[config.mk]
export PLATFORM = sky130hd
export DESIGN_NAME = datagram_capsule_deframer_core
export DESIGN_NICKNAME = d
export VERILOG_FILES = /design/src/rtl/dcd_pkg.sv /design/src/rtl/datagram_capsule_deframer_core.sv /design/src/rtl/dcd_in_stage.sv /design/src/rtl/dcd_parser.sv /design/src/rtl/dcd_out_stage.sv
export SDC_FILE = /design/constraint.sdc
export NUM_CORES = 1
export LEC_CHECK = 0
export ABC_AREA = 1
export BUFFER_PORTS_ARGS = -buffer_cell sky130_fd_sc_hd__buf_2
export CAP_MARGIN = 20
export CELL_PAD_IN_SITES_DETAIL_PLACEMENT = 1
export CELL_PAD_IN_SITES_GLOBAL_PLACEMENT = 1
export CORE_MARGIN = 2
export CORE_UTILIZATION = 50
export CTS_BUF_LIST = sky130_fd_sc_hd__clkbuf_4
export DETAILED_ROUTE_END_ITERATION = 12
export PLACE_DENSITY_LB_ADDON = 0.3
export RECOVER_POWER = 100
export SKIP_CTS_REPAIR_TIMING = 1
export SLEW_MARGIN = 20
export SYNTH_ARGS = -nofsm -noshare
export SYNTH_HDL_FRONTEND = slang
export SYNTH_SLANG_ARGS = --single-unit
[constraint.sdc]
create_clock -name aclk -period 8.5 [get_ports aclk]
set_input_delay 0.85 -clock aclk [delete_from_list [all_inputs] [get_ports aclk]]
set_output_delay 0.85 -clock aclk [all_outputs]
set_load 0.03 [all_outputs]
[src/rtl/dcd_pkg.sv]
// Shared types and constants for the datagram capsule deframer.
package dcd_pkg;

    localparam int VARINT_W = 62;
    localparam int CFG_IDX_W = 2;

    localparam logic [5:0] VARINT_LOW_MASK = 6'h3f;

    localparam logic [CFG_IDX_W-1:0] CFG_DATAGRAM_TYPE = 2'd0;
    localparam logic [CFG_IDX_W-1:0] CFG_CONTEXT_ID    = 2'd1;
    localparam logic [CFG_IDX_W-1:0] CFG_MAX_LENGTH    = 2'd2;

    localparam logic [VARINT_W-1:0] MAX_LENGTH_RESET = 62'd65536;

    localparam logic [1:0] RK_PAYLOAD = 2'd0;
    localparam logic [1:0] RK_EMPTY   = 2'd1;
    localparam logic [1:0] RK_ERROR   = 2'd2;

    localparam logic [2:0] ERR_NONE      = 3'd0;
    localparam logic [2:0] ERR_TYPE      = 3'd1;
    localparam logic [2:0] ERR_LENGTH    = 3'd2;
    localparam logic [2:0] ERR_CONTEXT   = 3'd3;
    localparam logic [2:0] ERR_TRUNCATED = 3'd4;

    typedef struct packed {
        logic       kind;
        logic [7:0] data_byte;
    } dcd_item_t;

    typedef struct packed {
        logic       valid;
        logic [1:0] result_kind;
        logic [7:0] payload_byte;
        logic       last_of_datagram;
        logic [2:0] error_code;
    } dcd_result_t;

endpackage

[src/rtl/datagram_capsule_deframer_core.sv]
// Each item moves from the input register through the parser; results go into the output register.
// Throughput: one item per cycle; the input register, parser and output register
// each pass one item a cycle, stalled only by m_tready.
// Reset (aresetn low, synchronous): parser returns to the capsule type, the failed
// flag clears, both stages empty, config registers take their reset values.
module datagram_capsule_deframer_core
    import dcd_pkg::*;
(
    input  logic                 aclk,
    input  logic                 aresetn,
    input  logic                 cfg_we,
    input  logic [CFG_IDX_W-1:0] cfg_index,
    input  logic [VARINT_W-1:0]  cfg_wdata,
    input  logic                 s_tvalid,
    output logic                 s_tready,
    input  logic [7:0]           s_tdata,   // [7:0] data_byte
    input  logic                 s_tuser,   // [0] kind
    output logic                 m_tvalid,
    input  logic                 m_tready,
    output logic [15:0]          m_tdata,   // [7:0] payload_byte, [10:8] error_code
    output logic [1:0]           m_tuser,   // [1:0] result_kind
    output logic                 m_tlast
);

    dcd_item_t   in_item;
    dcd_item_t   item;
    logic        item_valid;
    logic        advance;
    logic        out_free;
    dcd_result_t res;
    dcd_result_t out_res;

    assign in_item.kind      = s_tuser;
    assign in_item.data_byte = s_tdata;
    assign advance           = item_valid && out_free;

    dcd_in_stage u_in (
        .aclk       (aclk),
        .aresetn    (aresetn),
        .in_valid   (s_tvalid),
        .in_ready   (s_tready),
        .in_item    (in_item),
        .advance    (advance),
        .item_valid (item_valid),
        .item       (item)
    );

    dcd_parser u_parser (
        .aclk      (aclk),
        .aresetn   (aresetn),
        .cfg_we    (cfg_we),
        .cfg_index (cfg_index),
        .cfg_wdata (cfg_wdata),
        .advance   (advance),
        .item      (item),
        .res       (res)
    );

    dcd_out_stage u_out (
        .aclk      (aclk),
        .aresetn   (aresetn),
        .advance   (advance),
        .res       (res),
        .out_free  (out_free),
        .out_valid (m_tvalid),
        .out_ready (m_tready),
        .out_res   (out_res)
    );

    assign m_tdata = {5'd0, out_res.error_code, out_res.payload_byte};
    assign m_tuser = out_res.result_kind;
    assign m_tlast = out_res.last_of_datagram;

endmodule

[src/rtl/dcd_in_stage.sv]
// Input register stage holding one accepted item.
module dcd_in_stage
    import dcd_pkg::*;
(
    input  logic      aclk,
    input  logic      aresetn,
    input  logic      in_valid,
    output logic      in_ready,
    input  dcd_item_t in_item,
    input  logic      advance,
    output logic      item_valid,
    output dcd_item_t item
);

    logic      valid_reg;
    logic      valid_next;
    dcd_item_t item_reg;

    assign in_ready   = !valid_reg || advance;
    assign item_valid = valid_reg;
    assign item       = item_reg;

    always_comb begin
        valid_next = valid_reg;
        if (in_valid && in_ready) begin
            valid_next = 1'b1;
        end else if (advance) begin
            valid_next = 1'b0;
        end
    end

    always_ff @(posedge aclk) begin
        if (!aresetn) begin
            valid_reg <= 1'b0;
        end else begin
            valid_reg <= valid_next;
        end
        if (in_valid && in_ready) begin
            item_reg <= in_item;
        end
    end

endmodule

[src/rtl/dcd_parser.sv]
// Capsule header parser: varint decode, checks, payload count, config registers.
module dcd_parser
    import dcd_pkg::*;
(
    input  logic                 aclk,
    input  logic                 aresetn,
    input  logic                 cfg_we,
    input  logic [CFG_IDX_W-1:0] cfg_index,
    input  logic [VARINT_W-1:0]  cfg_wdata,
    input  logic                 advance,
    input  dcd_item_t            item,
    output dcd_result_t          res
);

    typedef enum logic [1:0] {
        PH_TYPE,
        PH_LENGTH,
        PH_CONTEXT,
        PH_PAYLOAD
    } phase_t;

    logic [VARINT_W-1:0] dtype_reg;
    logic [VARINT_W-1:0] ctx_reg;
    logic [VARINT_W-1:0] maxlen_reg;

    phase_t              phase_reg, phase_next;
    logic [VARINT_W-1:0] value_reg, value_next;
    logic [2:0]          left_reg, left_next;
    logic [3:0]          size_reg, size_next;
    logic [VARINT_W-1:0] caplen_reg, caplen_next;
    logic [VARINT_W-1:0] payleft_reg, payleft_next;
    logic                failed_reg, failed_next;

    logic                done;

    always_comb begin
        phase_next   = phase_reg;
        value_next   = value_reg;
        left_next    = left_reg;
        size_next    = size_reg;
        caplen_next  = caplen_reg;
        payleft_next = payleft_reg;
        failed_next  = failed_reg;
        done         = 1'b0;
        res          = '0;

        if (failed_reg) begin
            res = '0;
        end else if (item.kind) begin
            if (phase_reg != PH_TYPE || left_reg != 3'd0) begin
                failed_next     = 1'b1;
                res.valid       = 1'b1;
                res.result_kind = RK_ERROR;
                res.error_code  = ERR_TRUNCATED;
            end
        end else if (phase_reg == PH_PAYLOAD) begin
            payleft_next         = payleft_reg - 62'd1;
            res.valid            = 1'b1;
            res.result_kind      = RK_PAYLOAD;
            res.payload_byte     = item.data_byte;
            res.last_of_datagram = (payleft_reg == 62'd1);
            if (payleft_reg == 62'd1) begin
                phase_next = PH_TYPE;
            end
        end else begin
            if (left_reg == 3'd0) begin
                size_next  = 4'd1 << item.data_byte[7:6];
                value_next = {56'd0, item.data_byte[5:0] & VARINT_LOW_MASK};
                left_next  = 3'((4'd1 << item.data_byte[7:6]) - 4'd1);
            end else begin
                value_next = {value_reg[VARINT_W-9:0], item.data_byte};
                left_next  = left_reg - 3'd1;
            end
            done = (left_next == 3'd0);

            if (done) begin
                case (phase_reg)
                    PH_TYPE: begin
                        if (value_next != dtype_reg) begin
                            failed_next     = 1'b1;
                            res.valid       = 1'b1;
                            res.result_kind = RK_ERROR;
                            res.error_code  = ERR_TYPE;
                        end else begin
                            phase_next = PH_LENGTH;
                        end
                    end
                    PH_LENGTH: begin
                        if (value_next > maxlen_reg) begin
                            failed_next     = 1'b1;
                            res.valid       = 1'b1;
                            res.result_kind = RK_ERROR;
                            res.error_code  = ERR_LENGTH;
                        end else begin
                            caplen_next = value_next;
                            phase_next  = PH_CONTEXT;
                        end
                    end
                    PH_CONTEXT: begin
                        payleft_next = caplen_reg - {58'd0, size_next};
                        if (value_next != ctx_reg || caplen_reg < {58'd0, size_next}) begin
                            failed_next     = 1'b1;
                            res.valid       = 1'b1;
                            res.result_kind = RK_ERROR;
                            res.error_code  = ERR_CONTEXT;
                        end else if (caplen_reg == {58'd0, size_next}) begin
                            phase_next      = PH_TYPE;
                            res.valid       = 1'b1;
                            res.result_kind = RK_EMPTY;
                        end else begin
                            phase_next = PH_PAYLOAD;
                        end
                    end
                    default: begin
                        phase_next = phase_reg;
                    end
                endcase
            end
        end
    end

    always_ff @(posedge aclk) begin
        if (!aresetn) begin
            dtype_reg   <= '0;
            ctx_reg     <= '0;
            maxlen_reg  <= MAX_LENGTH_RESET;
            phase_reg   <= PH_TYPE;
            value_reg   <= '0;
            left_reg    <= 3'd0;
            size_reg    <= 4'd0;
            caplen_reg  <= '0;
            payleft_reg <= '0;
            failed_reg  <= 1'b0;
        end else begin
            if (cfg_we) begin
                case (cfg_index)
                    CFG_DATAGRAM_TYPE: dtype_reg  <= cfg_wdata;
                    CFG_CONTEXT_ID:    ctx_reg    <= cfg_wdata;
                    CFG_MAX_LENGTH:    maxlen_reg <= cfg_wdata;
                    default: begin
                        dtype_reg <= dtype_reg;
                    end
                endcase
            end
            if (advance) begin
                phase_reg   <= phase_next;
                value_reg   <= value_next;
                left_reg    <= left_next;
                size_reg    <= size_next;
                caplen_reg  <= caplen_next;
                payleft_reg <= payleft_next;
                failed_reg  <= failed_next;
            end
        end
    end

    a_error_sticks: assert property (@(posedge aclk) disable iff (!aresetn)
        advance && res.valid && res.result_kind == RK_ERROR |=> failed_reg)
        else $error("error result did not set the failed flag");

    a_failed_silent: assert property (@(posedge aclk) disable iff (!aresetn)
        failed_reg |-> !res.valid)
        else $error("result produced after failure");

    a_payload_count: assert property (@(posedge aclk) disable iff (!aresetn)
        phase_reg == PH_PAYLOAD |-> payleft_reg != 62'd0 && left_reg == 3'd0)
        else $error("payload phase with empty count or open varint");

    a_failed_frozen: assert property (@(posedge aclk) disable iff (!aresetn)
        failed_reg |=> $stable(phase_reg) && $stable(left_reg) && failed_reg)
        else $error("state changed after failure");

endmodule

[src/rtl/dcd_out_stage.sv]
// Output register stage holding one result item.
module dcd_out_stage
    import dcd_pkg::*;
(
    input  logic        aclk,
    input  logic        aresetn,
    input  logic        advance,
    input  dcd_result_t res,
    output logic        out_free,
    output logic        out_valid,
    input  logic        out_ready,
    output dcd_result_t out_res
);

    logic        valid_reg;
    logic        valid_next;
    logic        load;
    dcd_result_t res_reg;

    assign load      = advance && res.valid;
    assign out_free  = !valid_reg || out_ready;
    assign out_valid = valid_reg;
    assign out_res   = res_reg;

    always_comb begin
        valid_next = valid_reg;
        if (load) begin
            valid_next = 1'b1;
        end else if (out_ready) begin
            valid_next = 1'b0;
        end
    end

    always_ff @(posedge aclk) begin
        if (!aresetn) begin
            valid_reg <= 1'b0;
        end else begin
            valid_reg <= valid_next;
        end
        if (load) begin
            res_reg <= res;
        end
    end

endmodule
### Word level (Yosys, flattened, before mapping)

Index checks and enable logic that the tools add are counted.

| cells by class | value |
|---|---|
| add/sub/neg operators | 4 |
| shift-type cells | 1 |
| $lt $le $gt $ge | 2 |
| equality and inequality tests | 13 |
| bitwise logic cells | 4 |
| multiplexer cells | 56 |
| reduce and logical (&&, ||, !) cells | 28 |

Operators by type and width:

| kind | number |
|---|---|
| $mux 62 | 7 |
| $ne 62x62->1 | 2 |
| $eq 62x1->1 const B | 1 |
| $eq 62x4->1 | 1 |
| $gt 62x62->1 | 1 |
| $lt 62x4->1 | 1 |
| $sub 62x1->62 const B | 1 |
| $sub 62x4->62 | 1 |
| $mux 3 | 16 |
| $mux 2 | 9 |
| $mux 9 | 2 |
| $pmux 3 s3 | 2 |
| $mux 4 | 4 |
| $mux 15 | 1 |
| $mux 1 | 13 |
| $reduce_bool 2->1 | 5 |
| $ne 3x2->1 const B | 3 |
| $reduce_and 9->1 | 1 |
| $reduce_and 7->1 | 1 |
| $eq 2x2->1 const B | 3 |
| $logic_not 3->1 | 2 |
| $pmux 2 s3 | 1 |
| $reduce_and 2->1 | 3 |
| $sub 3x1->3 const B | 2 |
| other kinds (14) | 25 |

| storage, ports and cells | value |
|---|---|
| output and inout port bits | 21 |
| flip-flop bits (word level) | 399 |
| logic and storage cells | 126 |
| input port bits | 78 |

### Depth between registers and ports, before layout

Gate-level depths: netlist of the first run.

| depth | value |
|---|---|
| word-level depth | 15 |
| depth in mapped cells | 24 |
| gate-level depth less buffers | 23 |

### By module

Synthesis of the first run repeated with hierarchy kept, for this count alone.

| unflattened totals | value |
|---|---|
| cells, all modules | 3,234 |
| area total of the unflattened synthesis | 22,210.1 µm² |

By module, submodules not included:

| module | cells each | instances | sequential area each (µm²) | area each (µm²) |
|---|---|---|---|---|
| dcd_parser | 3,188 | 1 | 7,487.2 | 21,339.2 |
| dcd_out_stage | 22 | 1 | 470.5 | 500.5 |
| dcd_in_stage | 16 | 1 | 290.3 | 321.6 |
| datagram_capsule_deframer_core | 8 | 1 | 0.0 | 48.8 |

### Worst setup path after synthesis of the first run

No wires, ideal clock.

| timing | value |
|---|---|
| path type | reg-to-reg |
| start | register u_parser.left_reg[2] |
| end | register u_out.res_reg, in the netlist u_out.out_res[0] (enable) |
| setup time | 0.354 ns |
| clock period less this slack | 3.179 ns |
| cell stages (with the launch flop) | 23 |
| buffers on the path | 2 |
| slack | 5.321 ns |
| data required time | 8.146 ns |
| data arrival time | 2.825 ns |
| path through | dfxtp_1 nor2_2 nand2_4 buf_6 buf_6 o31ai_1 inv_1 ha_1 nand2_1 nand2_1 nor2_1 nand3_1 nor2_1 nand2_1 nand3_1 nor2_1 nand3_1 nand2_1 nand2_1 o21bai_1 nand2_1 nand2_1 inv_1 |

| between the ends | value |
|---|---|
| longest elaborated chain between the ends | 14 |
| elaborated cells on any way between the ends | 34 |
| those cells by class | add/sub: 1; order compare: 2; eq/ne: 3; mux: 22; reduce/logical: 6 |

RTL lines:

| what | line | text |
|---|---|---|
| from (decl) | dcd_parser.sv:28 | `logic [2:0] left_reg, left_next;` |
| from (signal assigned) | dcd_parser.sv:148 | `left_reg <= left_next;` |
| $logic_not 3->1 | dcd_parser.sv:66 | `if (left_reg == 3'd0) begin` |
| $mux 4 or $mux 62 (tied branches) | dcd_parser.sv:66 |  |
| $mux 4 or $mux 62 (tied branches) | dcd_parser.sv:56 | `end else if (phase_reg == PH_PAYLOAD) begin` |
| $mux 4 or $mux 62 (tied branches) | dcd_parser.sv:49 | `end else if (item.kind) begin` |
| $mux 4 or $mux 62 (tied branches) | dcd_parser.sv:47 | `if (failed_reg) begin` |
| $lt 62x4->1, or another cell as far along | dcd_parser.sv:101 | `if (value_next != ctx_reg \|\| caplen_reg < {58'd0, size_next}) begin` |
| $logic_or 1x1->1 or $mux 3 (tied branches) | dcd_parser.sv:101, dcd_parser.sv:106 |  |
| $mux 3 | dcd_parser.sv:101 |  |
| $pmux 3 s3 | dcd_parser.sv:77 | `case (phase_reg)` |
| $mux 3 | dcd_parser.sv:76 | `if (done) begin` |
| $mux 3 | dcd_parser.sv:56 |  |
| $mux 3 (*) | dcd_parser.sv:49 |  |
| $mux 15 (*) | dcd_parser.sv:47 |  |
| $logic_and 1x1->1 (*) | dcd_out_stage.sv:20 | `assign load = advance && res.valid;` |
| net u_out.load | dcd_out_stage.sv:17 | `logic load;` |
| to (signal assigned) | dcd_out_stage.sv:41 | `res_reg <= res;` |
| to (decl) | dcd_out_stage.sv:18 | `dcd_result_t res_reg;` |

Mark *: on every way through the listed nets, which the timed path passes. The rest lies on a longest branch. The select of a mux whose other input is x is not followed.
A chain may end at the register's enable or synchronous reset.

### Final worst setup path of the first run

| timing | value |
|---|---|
| start | register u_parser.phase_reg[1] |
| end | register u_parser.payleft_reg[17] |

| between the ends | value |
|---|---|
| longest elaborated chain between the ends | 3 |
| elaborated cells on any way between the ends | 6 |
| those cells by class | eq/ne: 2; mux: 1; reduce/logical: 3 |

RTL lines:

| what | line | text |
|---|---|---|
| from (decl) | dcd_parser.sv:26 | `phase_t phase_reg, phase_next;` |
| from (signal assigned) | dcd_parser.sv:146 | `phase_reg <= phase_next;` |
| $eq 2x2->1 (on tied branches) | dcd_parser.sv:56, dcd_parser.sv:77 |  |
| $reduce_bool 2->1 (no line) | n/a |  |
| $reduce_and 5->1 (no line) | n/a |  |
| to (signal assigned) | dcd_parser.sv:151 | `payleft_reg <= payleft_next;` |
| to (decl) | dcd_parser.sv:31 | `logic [VARINT_W-1:0] payleft_reg, payleft_next;` |

Several ways; a longest one is shown, not always the timed one.

==> impl_metrics.csv, run 1 <==
group,metric,value,unit
run_status,status,"finished, violations left",
run_status,violations,"max-capacitance violations, max-slew violations",
floorplanning,initial_core_util,50.7,%
global_route,grt_max_degree,171,
global_route,grt-ovfl-total,0,
yosys,synth.mux.area_fraction,0,%
floorplanning,num_io_pins,99,
yosys,synth_area_per_cell,6.74,um^2
yosys,synth_xor_area_share,2.88,%
yosys,syn_area,21900,um^2
placement,numPortBuffers,93,
layout,fillers,5958,
worst_setup_path,crit_path_cell_trace,"ha_1, clkbuf_1, nor2_1, nor2_4, buf_4, inv_1, a21oi_1, o21ai_0, a21oi_1",
routing,avgViaCountPerCell,5.69,
routing,drc,0,
worst_setup_path,end_kind,"flip-flop",
floorplanning,die_area,45500,um^2
yosys,synth-seq-cells,399,
global_route,grt_usage,34.3,%
clocking,cts-root-buf,"clkbuf_4",
power_and_ir_drop,swShare,31.4,%
worst_setup_path,critPathMostFrequentCell,"a21oi_1",
worst_setup_path,arrival,6.93,ns
power_and_ir_drop,pwr-share-comb,15.0,%
worst_setup_path,cp_max_fo,76,
yosys,synth_compound_area_share,19.5,%
worst_setup_path,worstSetupPathType,"flip-flop to flip-flop",
power_and_ir_drop,p_leak,11.8,nW
power_and_ir_drop,vdd_ir_drop_max,113,uV
clocking,numCtsBuffers,111,
yosys,synth.distinct_cells,52,
sta,drv_slew,650,
routing,final_antenna_net_count,0,
sta,finalSetupViolCount,0,
layout,synthToLayoutAreaGrowth,9.52,%
clocking,cts_sinks,399,
layout,drive_above_1_share,8.80,%
floorplanning,fp.dieH,213,um
global_route,grt_pass1_wl,122000,um
sta,min_period_over_period,72.4,%
worst_setup_path,path_delay_family,"buffers and inverters",
yosys,synth_top_family_by_area,"simple AND/OR/NAND/NOR gates",
routing,wl_per_cell,19.5,um
routing,drtPass1Iterations,5,
yosys,ys_async_sr_fraction,0,%
clocking,cts_tree,"built",
sta,timing.slew.headroom,-247,%
power_and_ir_drop,p_switching,1.42,mW
clocking,cts_buffer_depth,3,
routing,detailedRoute.firstIterationViolations,1628,
yosys,synth_top_area_share,34.4,%
sta,rsz0062_at_grt,"false",
layout,nets,3477,
yosys,synthCells,3252,
sta,finalHoldViolCount,0,
worst_setup_path,slowest_stage,"clkbuf_1",
sta,finalCriticalPeriod,6.15,ns
clocking,htreeDepth,3,
power_and_ir_drop,pwr-share-clk,40.7,%
routing,vias,22700,
sta,clock.fmax,0.163,GHz
worst_setup_path,critPathRequiredTime,9.27,ns
yosys,synth_simple_gate_area_share,26.3,%
yosys,synth-seq-area-share,37.5,%
floorplanning,fp.coreArea,43200,um^2
placement,dp_hpwl,55900,um
placement,place_area,22600,um^2
clocking,clkTransAtPathRegs,0.08,ns
yosys,yosysMostFrequentCell,"nand2_1",
yosys,synthAdderAreaFrac,4.32,%
yosys,netlist_top_cells_count,"nand2_1, nor2_1, o21ai_0",
global_route,grt_antenna_before_repair,3,
sta,totalNegativeSetupSlack,0,ns
placement,routabilityCongestion,0.943,
worst_setup_path,slowest_delay,1.98,ns
power_and_ir_drop,pwr-share-seq,44.3,%
power_and_ir_drop,p_int,3.10,mW
global_route,grt_pass1_vias,22700,
floorplanning,row_count,76,
clocking,clk_latency,0.92,ns
sta,worst_pin_slew,5.20,ns
power_and_ir_drop,power_density,189,nW/um^2
yosys,synth_edf_count,23,
yosys,synth-warning-count,0,
layout,final_cell_count_no_fill,3998,
worst_setup_path,crit_path_start_kind,"flip-flop",
sta,skew,0.0740,ns
yosys,synth.top_cells.by_area,"dfxtp_1, o21ai_0, nand2_1",
run,drv_cap,10,
floorplanning,die_x,213,um
worst_hold_path,hp-class,"primary input to flip-flop",
yosys,ys.flop_type,"dfxtp_1",
placement,place_inst,3796,
routing,drt_wl_total,77900,um
layout,fin_area,24000,um^2
yosys,synth_area_leader_cell,"dfxtp_1",
worst_setup_path,worst-path-buf-inv,3,
cell type report:
class	count	area [um^2]	area share, %
antenna	3	7.51	0.0313
clock buffer	164	1230	5.13
clock inverter	35	211	0.881
inverter	382	1440	5.98
multi-input combinational	2323	11600	48.5
sequential	399	8220	34.3
tap	585	732	3.05
timing repair buffer	107	531	2.21
final timing paths:
kind	startpoint	end	slack [ns]	cells after the start
min	s_tdata[6]	u_in.item[6]	0.12	1
max	u_parser.phase_reg[1]	u_parser.payleft_reg[17]	2.35	9
max reg2reg	u_parser.phase_reg[1]	u_parser.payleft_reg[17]	2.35	9
min reg2reg	u_parser.maxlen_reg[35]	u_parser.maxlen_reg[35]	0.47	2
power groups by stage:
| stage | Sequential (mW) | Combinational [mW] | Clock, mW |
|---|---|---|---|
| 6_report | 2.00 | 0.679 | 1.84 |
| 5_1_grt | 2.01 | 0.750 | 1.97 |
| 4_1_cts | 2.00 | 0.666 | 1.87 |
| 3_5_place_dp | 2.04 | 0.657 | 0 |
| 3_3_place_gp | 2.04 | 0.630 | 0 |
| 2_1_floorplan | 2.03 | 0.434 | 0 |
through the flow:
stage / hold slack [ns] / util (%) / setup slack [ns] / power, mW
final: 0.118 / 55.6 / 2.35 / 4.52
after global routing: 0.0783 / 55.6 / 1.93 / 4.73
after CTS: 0.0684 / 55.7 / 3.69 / 4.53
after detailed placement: 0.458 / 52.3 / 3.73 / 2.70
after global placement: 0.446 / 52.3 / 3.95 / 2.67
after floorplan: 0.433 / - / 5.32 / 2.46
cell families (layout without fill, tap and decap cells):
kind of cell | count (synthesis) | count (layout)
other | 1 | 8
AO/OA/AOI/OAI | 826 | 826
adder cells (fa/ha/maj) | 75 | 75
buffers and inverters | 534 | 688
AND/OR/NAND/NOR | 1345 | 1345
flip-flops | 399 | 399
XOR/XNOR | 72 | 72
per-layer routing:
metal | vias up | global-route usage [%] | share of wire (%)
li1 | 10800 | - | -
met1 | 11000 | 47.0 | 45
met2 | 716 | 54.4 | 45
met3 | 164 | 6.21 | 6.6
met4 | 4 | 12.1 | 3.0
met5 | - | 0 | 0.041
layout by cell type, fill, tap and decap left out, types with 4 or more instances in the layout:
cell type  Yosys  routed
buf_2         18      74
nand2_1      543     542
buf_4          9       7
nor2_1       509     508
xor2_1        55      55
nor4_1        11      11
edfxtp_1      23      23
o21ai_0      421     423
clkinv_1       0      26
clkbuf_1     118      25
nand2_2       11      12
o21bai_1       4       4
a21oi_1      345     345
nor3_1        43      43
clkbuf_4       0     164
clkinv_2       0       4
a31oi_1       15      15
nand3b_1      70      70
conb_1         1       5
dfxtp_1      376     376
inv_1        379     378
or2_2          5       5
nand3_1       92      92
a211oi_1       7       7
nor2_2        14      14
ha_1          74      74
nand4_1       28      28
xnor2_1       17      17
o211ai_1      16      16
Power figures use the tool's default switching activity.
==> inputs of run 2 (changes only) <==
- CORE_UTILIZATION: 50 -> 42
- clock period: 8.5 -> 5.5 ns (I/O delays scaled with it)
==> run 2 against run 1 <==
The run still ends with max-capacitance violations, max-slew violations left. Register-to-register slack worse by 1.7 ns. Via count hardly changed. Worst setup slack worse by 1.7 ns. Flip-flop and latch count stayed put. Clock power is 59% higher. First-iteration DRC count is 5.1% lower. Cell area is 3.4% higher. Largest power group unchanged.
==> impl_metrics.csv, run 2 (same netlist as run 1, synthesis figures left out) <==
group,metric,value,unit
floorplanning,die_x,232,um
layout,nets,3544,
routing,drc,0,
worst_setup_path,endpoint,"u_parser.caplen_reg[17]",
floorplanning,row_count,83,
sta,worst_pin_slew,3.40,ns
global_route,grt_pass1_wl,124000,um
sta,clock.fmax,0.204,GHz
routing,drtPass1Iterations,5,
worst_setup_path,worstSetupStartpoint,"u_parser.left_reg[1]",
placement,routabilityCongestion,0.923,
layout,drive_above_1_share,8.70,%
power_and_ir_drop,vdd_ir_drop_max,177,uV
run,drv_cap,10,
clocking,numCtsBuffers,111,
layout,seq_area,8220,um^2
worst_setup_path,r2r-end,"u_parser.caplen_reg[17]",
sta,finalHoldViolCount,0,
sta,finalCriticalPeriod,4.89,ns
worst_setup_path,worst-path-buf-inv,4,
worst_setup_path,crit_path_cell_trace,"nor2_1, nand2_4, buf_12, nand2_1, inv_1, ha_1, a21oi_1, o21ai_0, nand2_1, nand2_1, nand2_1, nand2_1, a21oi_1, nand2_1, nand2_1, nand2_1, inv_1, buf_12, o21ai_0, a21oi_1",
floorplanning,die_area,54000,um^2
global_route,grt-ovfl-total,0,
power_and_ir_drop,power_density,287,nW/um^2
worst_setup_path,end_kind,"flip-flop",
worst_setup_path,critPathMostFrequentCell,"nand2_1",
routing,wl_per_cell,19.1,um
floorplanning,fp.dieH,232,um
power_and_ir_drop,power,7.12,mW
worst_setup_path,cp_max_fo,84,
global_route,grt_pass1_vias,22900,
sta,totalNegativeSetupSlack,0,ns
global_route,grt_max_degree,108,
worst_setup_path,slowest_delay,0.89,ns
floorplanning,initial_core_util,42.6,%
worst_setup_path,ff2ff_path_depth,20,
routing,vias,22700,
worst_setup_path,crit_path_start_kind,"flip-flop",
sta,rsz0062_at_grt,"false",
worst_hold_path,hp-class,"primary input to flip-flop",
layout,postLayoutCoreUtil,48.3,%
clocking,clkTransAtPathRegs,0.06,ns
routing,final_antenna_net_count,0,
sta,drv_slew,497,
placement,dp_hpwl,56800,um
run_status,status,"finished, violations left",
worst_setup_path,critPathRequiredTime,6.29,ns
worst_setup_path,path_delay_family,"buffers and inverters",
run_status,violations,"max-capacitance violations, max-slew violations",
sta,finalSetupViolCount,0,
worst_setup_path,timing.rr.start,"u_parser.left_reg[1]",
sta,timing.slew.headroom,-127,%
sta,skew,0.0672,ns
global_route,grt_antenna_before_repair,2,
layout,multiInputGateArea,11600,um^2
clocking,htreeDepth,3,
sta,min_period_over_period,89.0,%
floorplanning,num_io_pins,99,
placement,numPortBuffers,93,
worst_setup_path,path_depth,20,
clocking,cts_buffer_depth,3,
clocking,cts-root-buf,"clkbuf_4",
layout,final_common_cell,"nand2_1",
clocking,clk_latency,0.88,ns
layout,fillers,6883,
floorplanning,fp.coreArea,51400,um^2
worst_setup_path,arrival,5.68,ns
worst_setup_path,r2r_slack,0.61,ns
layout,mostFrequentLayoutCells,"nand2_1, nor2_1, o21ai_0, inv_1, dfxtp_1",
clocking,cts_tree,"built",
routing,detailedRoute.firstIterationViolations,1545,
routing,drt_wl_total,79400,um
global_route,grt_usage,28.9,%
routing,avgViaCountPerCell,5.46,
power_and_ir_drop,p_leak,12.1,nW
worst_setup_path,worstSetupPathType,"flip-flop to flip-flop",
worst_setup_path,slowest_stage,"inv_1",
layout,synthToLayoutAreaGrowth,13.3,%
clocking,cts_sinks,399,
## run 2: worst min path at each step
| stage | slack [ns] | startpoint | cells past startpoint | end |
|---|---|---|---|---|
| after global routing | -0.02 | cfg_wdata[49] | 3 | u_parser.dtype_reg[49] |
| after global placement | 0.44 | u_parser.maxlen_reg[3] | 2 | u_parser.maxlen_reg[3] |
| after CTS | -0.25 | s_tdata[1] | 1 | u_in.item[1] |
| after detailed placement | 0.46 | u_parser.maxlen_reg[4] | 2 | u_parser.maxlen_reg[4] |
| after floorplan | 0.43 | u_parser.caplen_reg[0] | 2 | u_parser.caplen_reg[0] |
| final | 0.01 | cfg_wdata[12] | 3 | u_parser.maxlen_reg[12] |
## run 2: where the power goes
group          switching, mW  total [mW]  internal (mW)
clock                   1.36        2.93           1.58
sequential            0.0781        3.10           3.02
combinational          0.749        1.09          0.336
total                   2.18        7.12           4.93
## run 2: final cells by class
type	instances	area share (%)
multi-input cells	2323	46.7
flip-flops and latches	399	33.1
inverters	382	5.78
clock buffers	175	5.30
repair buffers	174	4.86
well taps	680	3.43
clock inverters	29	0.787
diodes	1	0.0101
## run 2: layer usage
layer / vias up / wire length, um / global-route usage, %
li1: 11000 / - / -
met1: 11100 / 37700 / 40.5
met2: 558 / 36000 / 46.0
met3: 100 / 3950 / 4.00
met4: 2 / 1750 / 8.77
met5: - / 9 / 0
## run 2: metrics by stage
step,area [um^2],hold slack [ns],worst slack [ns],instances
finish,24800,0.0133,0.607,4163
global route,24800,-0.0162,0.362,4163
CTS,24300,-0.254,1.12,4100
detailed placement,22800,0.458,1.13,3896
global placement,22800,0.445,1.29,3896
floorplan,21900,0.433,2.32,3256
## run 2: worst register-to-register path, cell delays in order, from the launching register on
cell and delay (ns):
dfxtp_1 0.35, nor2_1 0.08, nand2_4 0.37, buf_12 0.40
nand2_1 0.49, inv_1 0.15, ha_1 0.27, a21oi_1 0.27
o21ai_0 0.13, nand2_1 0.07, nand2_1 0.06, nand2_1 0.06
nand2_1 0.08, a21oi_1 0.23, nand2_1 0.13, nand2_1 0.07
nand2_1 0.06, inv_1 0.89, buf_12 0.26, o21ai_0 0.11
a21oi_1 0.28
==> inputs of run 3 (changes only) <==
- ABC_AREA: 1 -> unset
- CORE_UTILIZATION: 42 -> 43
==> run 3 against run 2 <==
The flow still finishes with violations (max-capacitance violations, max-slew violations). Combinational power shrank 29%. Synthesized cell count shrank 15%. Register-to-register slack lost 0.18 ns. Total power shrank 7.7%. Cell area shrank 2.2%. Global-route usage grew 2.5 points. Sequential power shrank 2%. Sequential share of layout area grew 0.76 points. Core utilization grew 1.4 points. Largest cell class unchanged. Die area shrank 5.1%. Non-clock buffer count grew 23. Clock skew shrank 0.0016 ns.
==> impl_metrics.csv, run 3 <==
group,metric,value,unit
sta,fin_worst_hold_slack,0.0114,ns
floorplanning,die_area,51300,um^2
routing,drc,0,
yosys,synth_simple_gate_area_share,26.3,%
clocking,numCtsBuffers,110,
worst_setup_path,arrival,5.60,ns
yosys,yosysMostFrequentCell,"nand2_1",
clocking,clkTransAtPathRegs,0.06,ns
routing,detailedRoute.firstIterationViolations,1670,
worst_setup_path,worstSetupStartpoint,"u_parser.left_reg[2]",
global_route,grt_pass1_vias,21400,
routing,avgViaCountPerCell,5.86,
yosys,synth_compound_area_share,18.2,%
sta,finalSetupViolCount,0,
yosys,synth-seq-cells,399,
sta,worst_pin_slew,2.50,ns
placement,dp_hpwl,57700,um
worst_hold_path,hp-class,"primary input to flip-flop",
global_route,grt_usage,31.4,%
routing,wl_per_cell,22.6,um
routing,drtPass1Iterations,5,
yosys,synth_top_family_by_area,"simple AND/OR/NAND/NOR gates",
worst_hold_path,worstHoldStart,"cfg_wdata[49]",
power_and_ir_drop,power,6.57,mW
clocking,cts_tree,"built",
layout,fillers,6177,
yosys,synthCells,2777,
floorplanning,die_x,226,um
power_and_ir_drop,p_leak,8.86,nW
yosys,synthAdderAreaFrac,4.45,%
global_route,grt_antenna_before_repair,2,
sta,setup_ws,0.431,ns
yosys,ys.flop_type,"dfxtp_1",
floorplanning,fp.coreArea,48800,um^2
worst_setup_path,r2r-end,"u_out.out_res[0]",
clocking,clk_latency,0.93,ns
yosys,synth.distinct_cells,78,
clocking,htreeDepth,3,
power_and_ir_drop,vdd_ir_drop_max,153,uV
worst_setup_path,timing.rr.start,"u_parser.left_reg[2]",
placement,numPortBuffers,93,
layout,drive_above_1_share,10.1,%
layout,final_common_cell,"nand2_1",
clocking,cts_sinks,399,
layout,nets,3071,
yosys,synth_xor_area_share,4.41,%
sta,min_period_over_period,92.2,%
clocking,cts_buffer_depth,3,
worst_setup_path,ff2ff_path_depth,10,
worst_setup_path,crit_path_start_kind,"flip-flop",
layout,mostFrequentLayoutCells,"nand2_1, dfxtp_1, a21oi_1, nor2_1, clkbuf_4",
worst_setup_path,r2r_slack,0.43,ns
floorplanning,num_io_pins,99,
yosys,synth.mux.area_fraction,3.06,%
floorplanning,row_count,81,
yosys,synth_area_per_cell,7.66,um^2
worst_setup_path,worstSetupPathType,"flip-flop to flip-flop",
worst_hold_path,worstHoldEndpoint,"u_parser.ctx_reg[49]",
sta,totalNegativeSetupSlack,0,ns
routing,final_antenna_net_count,0,
worst_hold_path,whs_path_depth,3,
sta,skew,0.0655,ns
yosys,synth.top_cells.by_area,"dfxtp_1, nand2_1, a21oi_1",
layout,synthToLayoutAreaGrowth,14.0,%
run_status,violations,"max-capacitance violations, max-slew violations",
sta,finalHoldViolCount,0,
yosys,ys_async_sr_fraction,0,%
routing,vias,21500,
yosys,synth_top_area_share,35.4,%
placement,place_ws,0.434,ns
sta,drv_slew,324,
clocking,cts-root-buf,"clkbuf_4",
worst_setup_path,cp_max_fo,62,
run_status,status,"finished, violations left",
yosys,synth_edf_count,23,
yosys,syn_area,21300,um^2
worst_setup_path,critPathRequiredTime,6.04,ns
worst_setup_path,end_kind,"flip-flop",
sta,finalCriticalPeriod,5.07,ns
routing,drt_wl_total,82700,um
yosys,synth-seq-area-share,38.6,%
global_route,grt-ovfl-total,0,
sta,timing.slew.headroom,-66.9,%
floorplanning,fp.dieH,226,um
global_route,grt_max_degree,153,
sta,clock.fmax,0.197,GHz
global_route,grt_pass1_wl,124000,um
power_and_ir_drop,power_density,271,nW/um^2
yosys,netlist_top_cells_count,"nand2_1, dfxtp_1, a21oi_1",
placement,routabilityCongestion,0.965,
yosys,synth_area_leader_cell,"dfxtp_1",
yosys,synth-warning-count,0,
run,drv_cap,6,
floorplanning,initial_core_util,43.5,%
sta,rsz0062_at_grt,"false",
-- run 3: cell count changes after synthesis, moves of 33 or more --
cell | before | now
nor2_1 | 509 | 236
mux2i_1 | 0 | 65
and2_1 | 3 | 44
nand3b_1 | 70 | 4
nand3_1 | 92 | 32
xnor2_1 | 17 | 65
o32ai_1 | 1 | 35
nor4bb_1 | 0 | 34
o22ai_1 | 0 | 33
nand2_1 | 543 | 607
inv_1 | 379 | 103
o21ai_0 | 421 | 86
-- run 3: worst max path at each step --
stage | cells past startpoint | to | slack, ns
2_1_floorplan | 16 | u_out.out_res[0] | 0.87
3_3_place_gp | 11 | u_out.out_res[9] | 0.59
3_5_place_dp | 11 | u_out.out_res[0] | 0.43
4_1_cts | 11 | u_out.out_res[0] | 0.42
5_1_grt | 13 | u_parser.caplen_reg[24] | 0.21
6_report | 10 | u_out.out_res[0] | 0.43
-- run 3: worst max-delay path: stages, from the launching register on --
cell	delay [ns]
dfxtp_1	0.36
nor3_1	0.86
buf_12	0.36
nor2_1	0.09
o32ai_1	0.47
nand4_1	0.24
nor4_1	0.69
nand4b_1	0.29
a22o_1	0.35
o31ai_1	0.61
o21ai_2	0.38
-- run 3: routing by layer --
layer	GRT usage, %	vias up	share of wire, %
li1	-	9993	-
met1	40.6	10700	43
met2	51.1	642	47
met3	5.12	179	5.9
met4	14.7	0	4.5
met5	0	-	0
-- run 3: layout make-up --
type                       instances  area (um^2)  area share, %
antenna                            2         5.00         0.0206
clock inverter                    29          169          0.696
inverter                         104          398           1.64
timing repair buffer             197         1400           5.76
tap                              664          831           3.43
sequential                       399         8220           33.9
multi-input combinational       2106        12000           49.6
clock buffer                     161         1210           4.98
-- run 3: kinds of logic after synthesis --
kind of cell / Yosys count
other: 1
AND/OR/NAND/NOR: 1200
adder cells (fa/ha/maj): 75
AO/OA/AOI/OAI: 654
flip-flops: 399
XOR/XNOR: 107
buffers and inverters: 276
multiplexers: 65
-- run 3: metrics by stage --
stage	instance area, um^2	util (%)	std cells
after floorplan	21300	-	2781
after global placement	22300	45.6	3399
after detailed placement	22300	45.6	3399
after CTS	23700	48.4	3589
after global routing	24300	49.6	3662
final	24300	49.6	3662
-- run 3: where the power goes --
group | switching [mW] | internal (mW) | leakage [nW]
registers | 0.0672 | 2.97 | 3.24
clock network | 1.33 | 1.42 | 0.814
logic | 0.503 | 0.275 | 4.81
total | 1.90 | 4.67 | 8.86
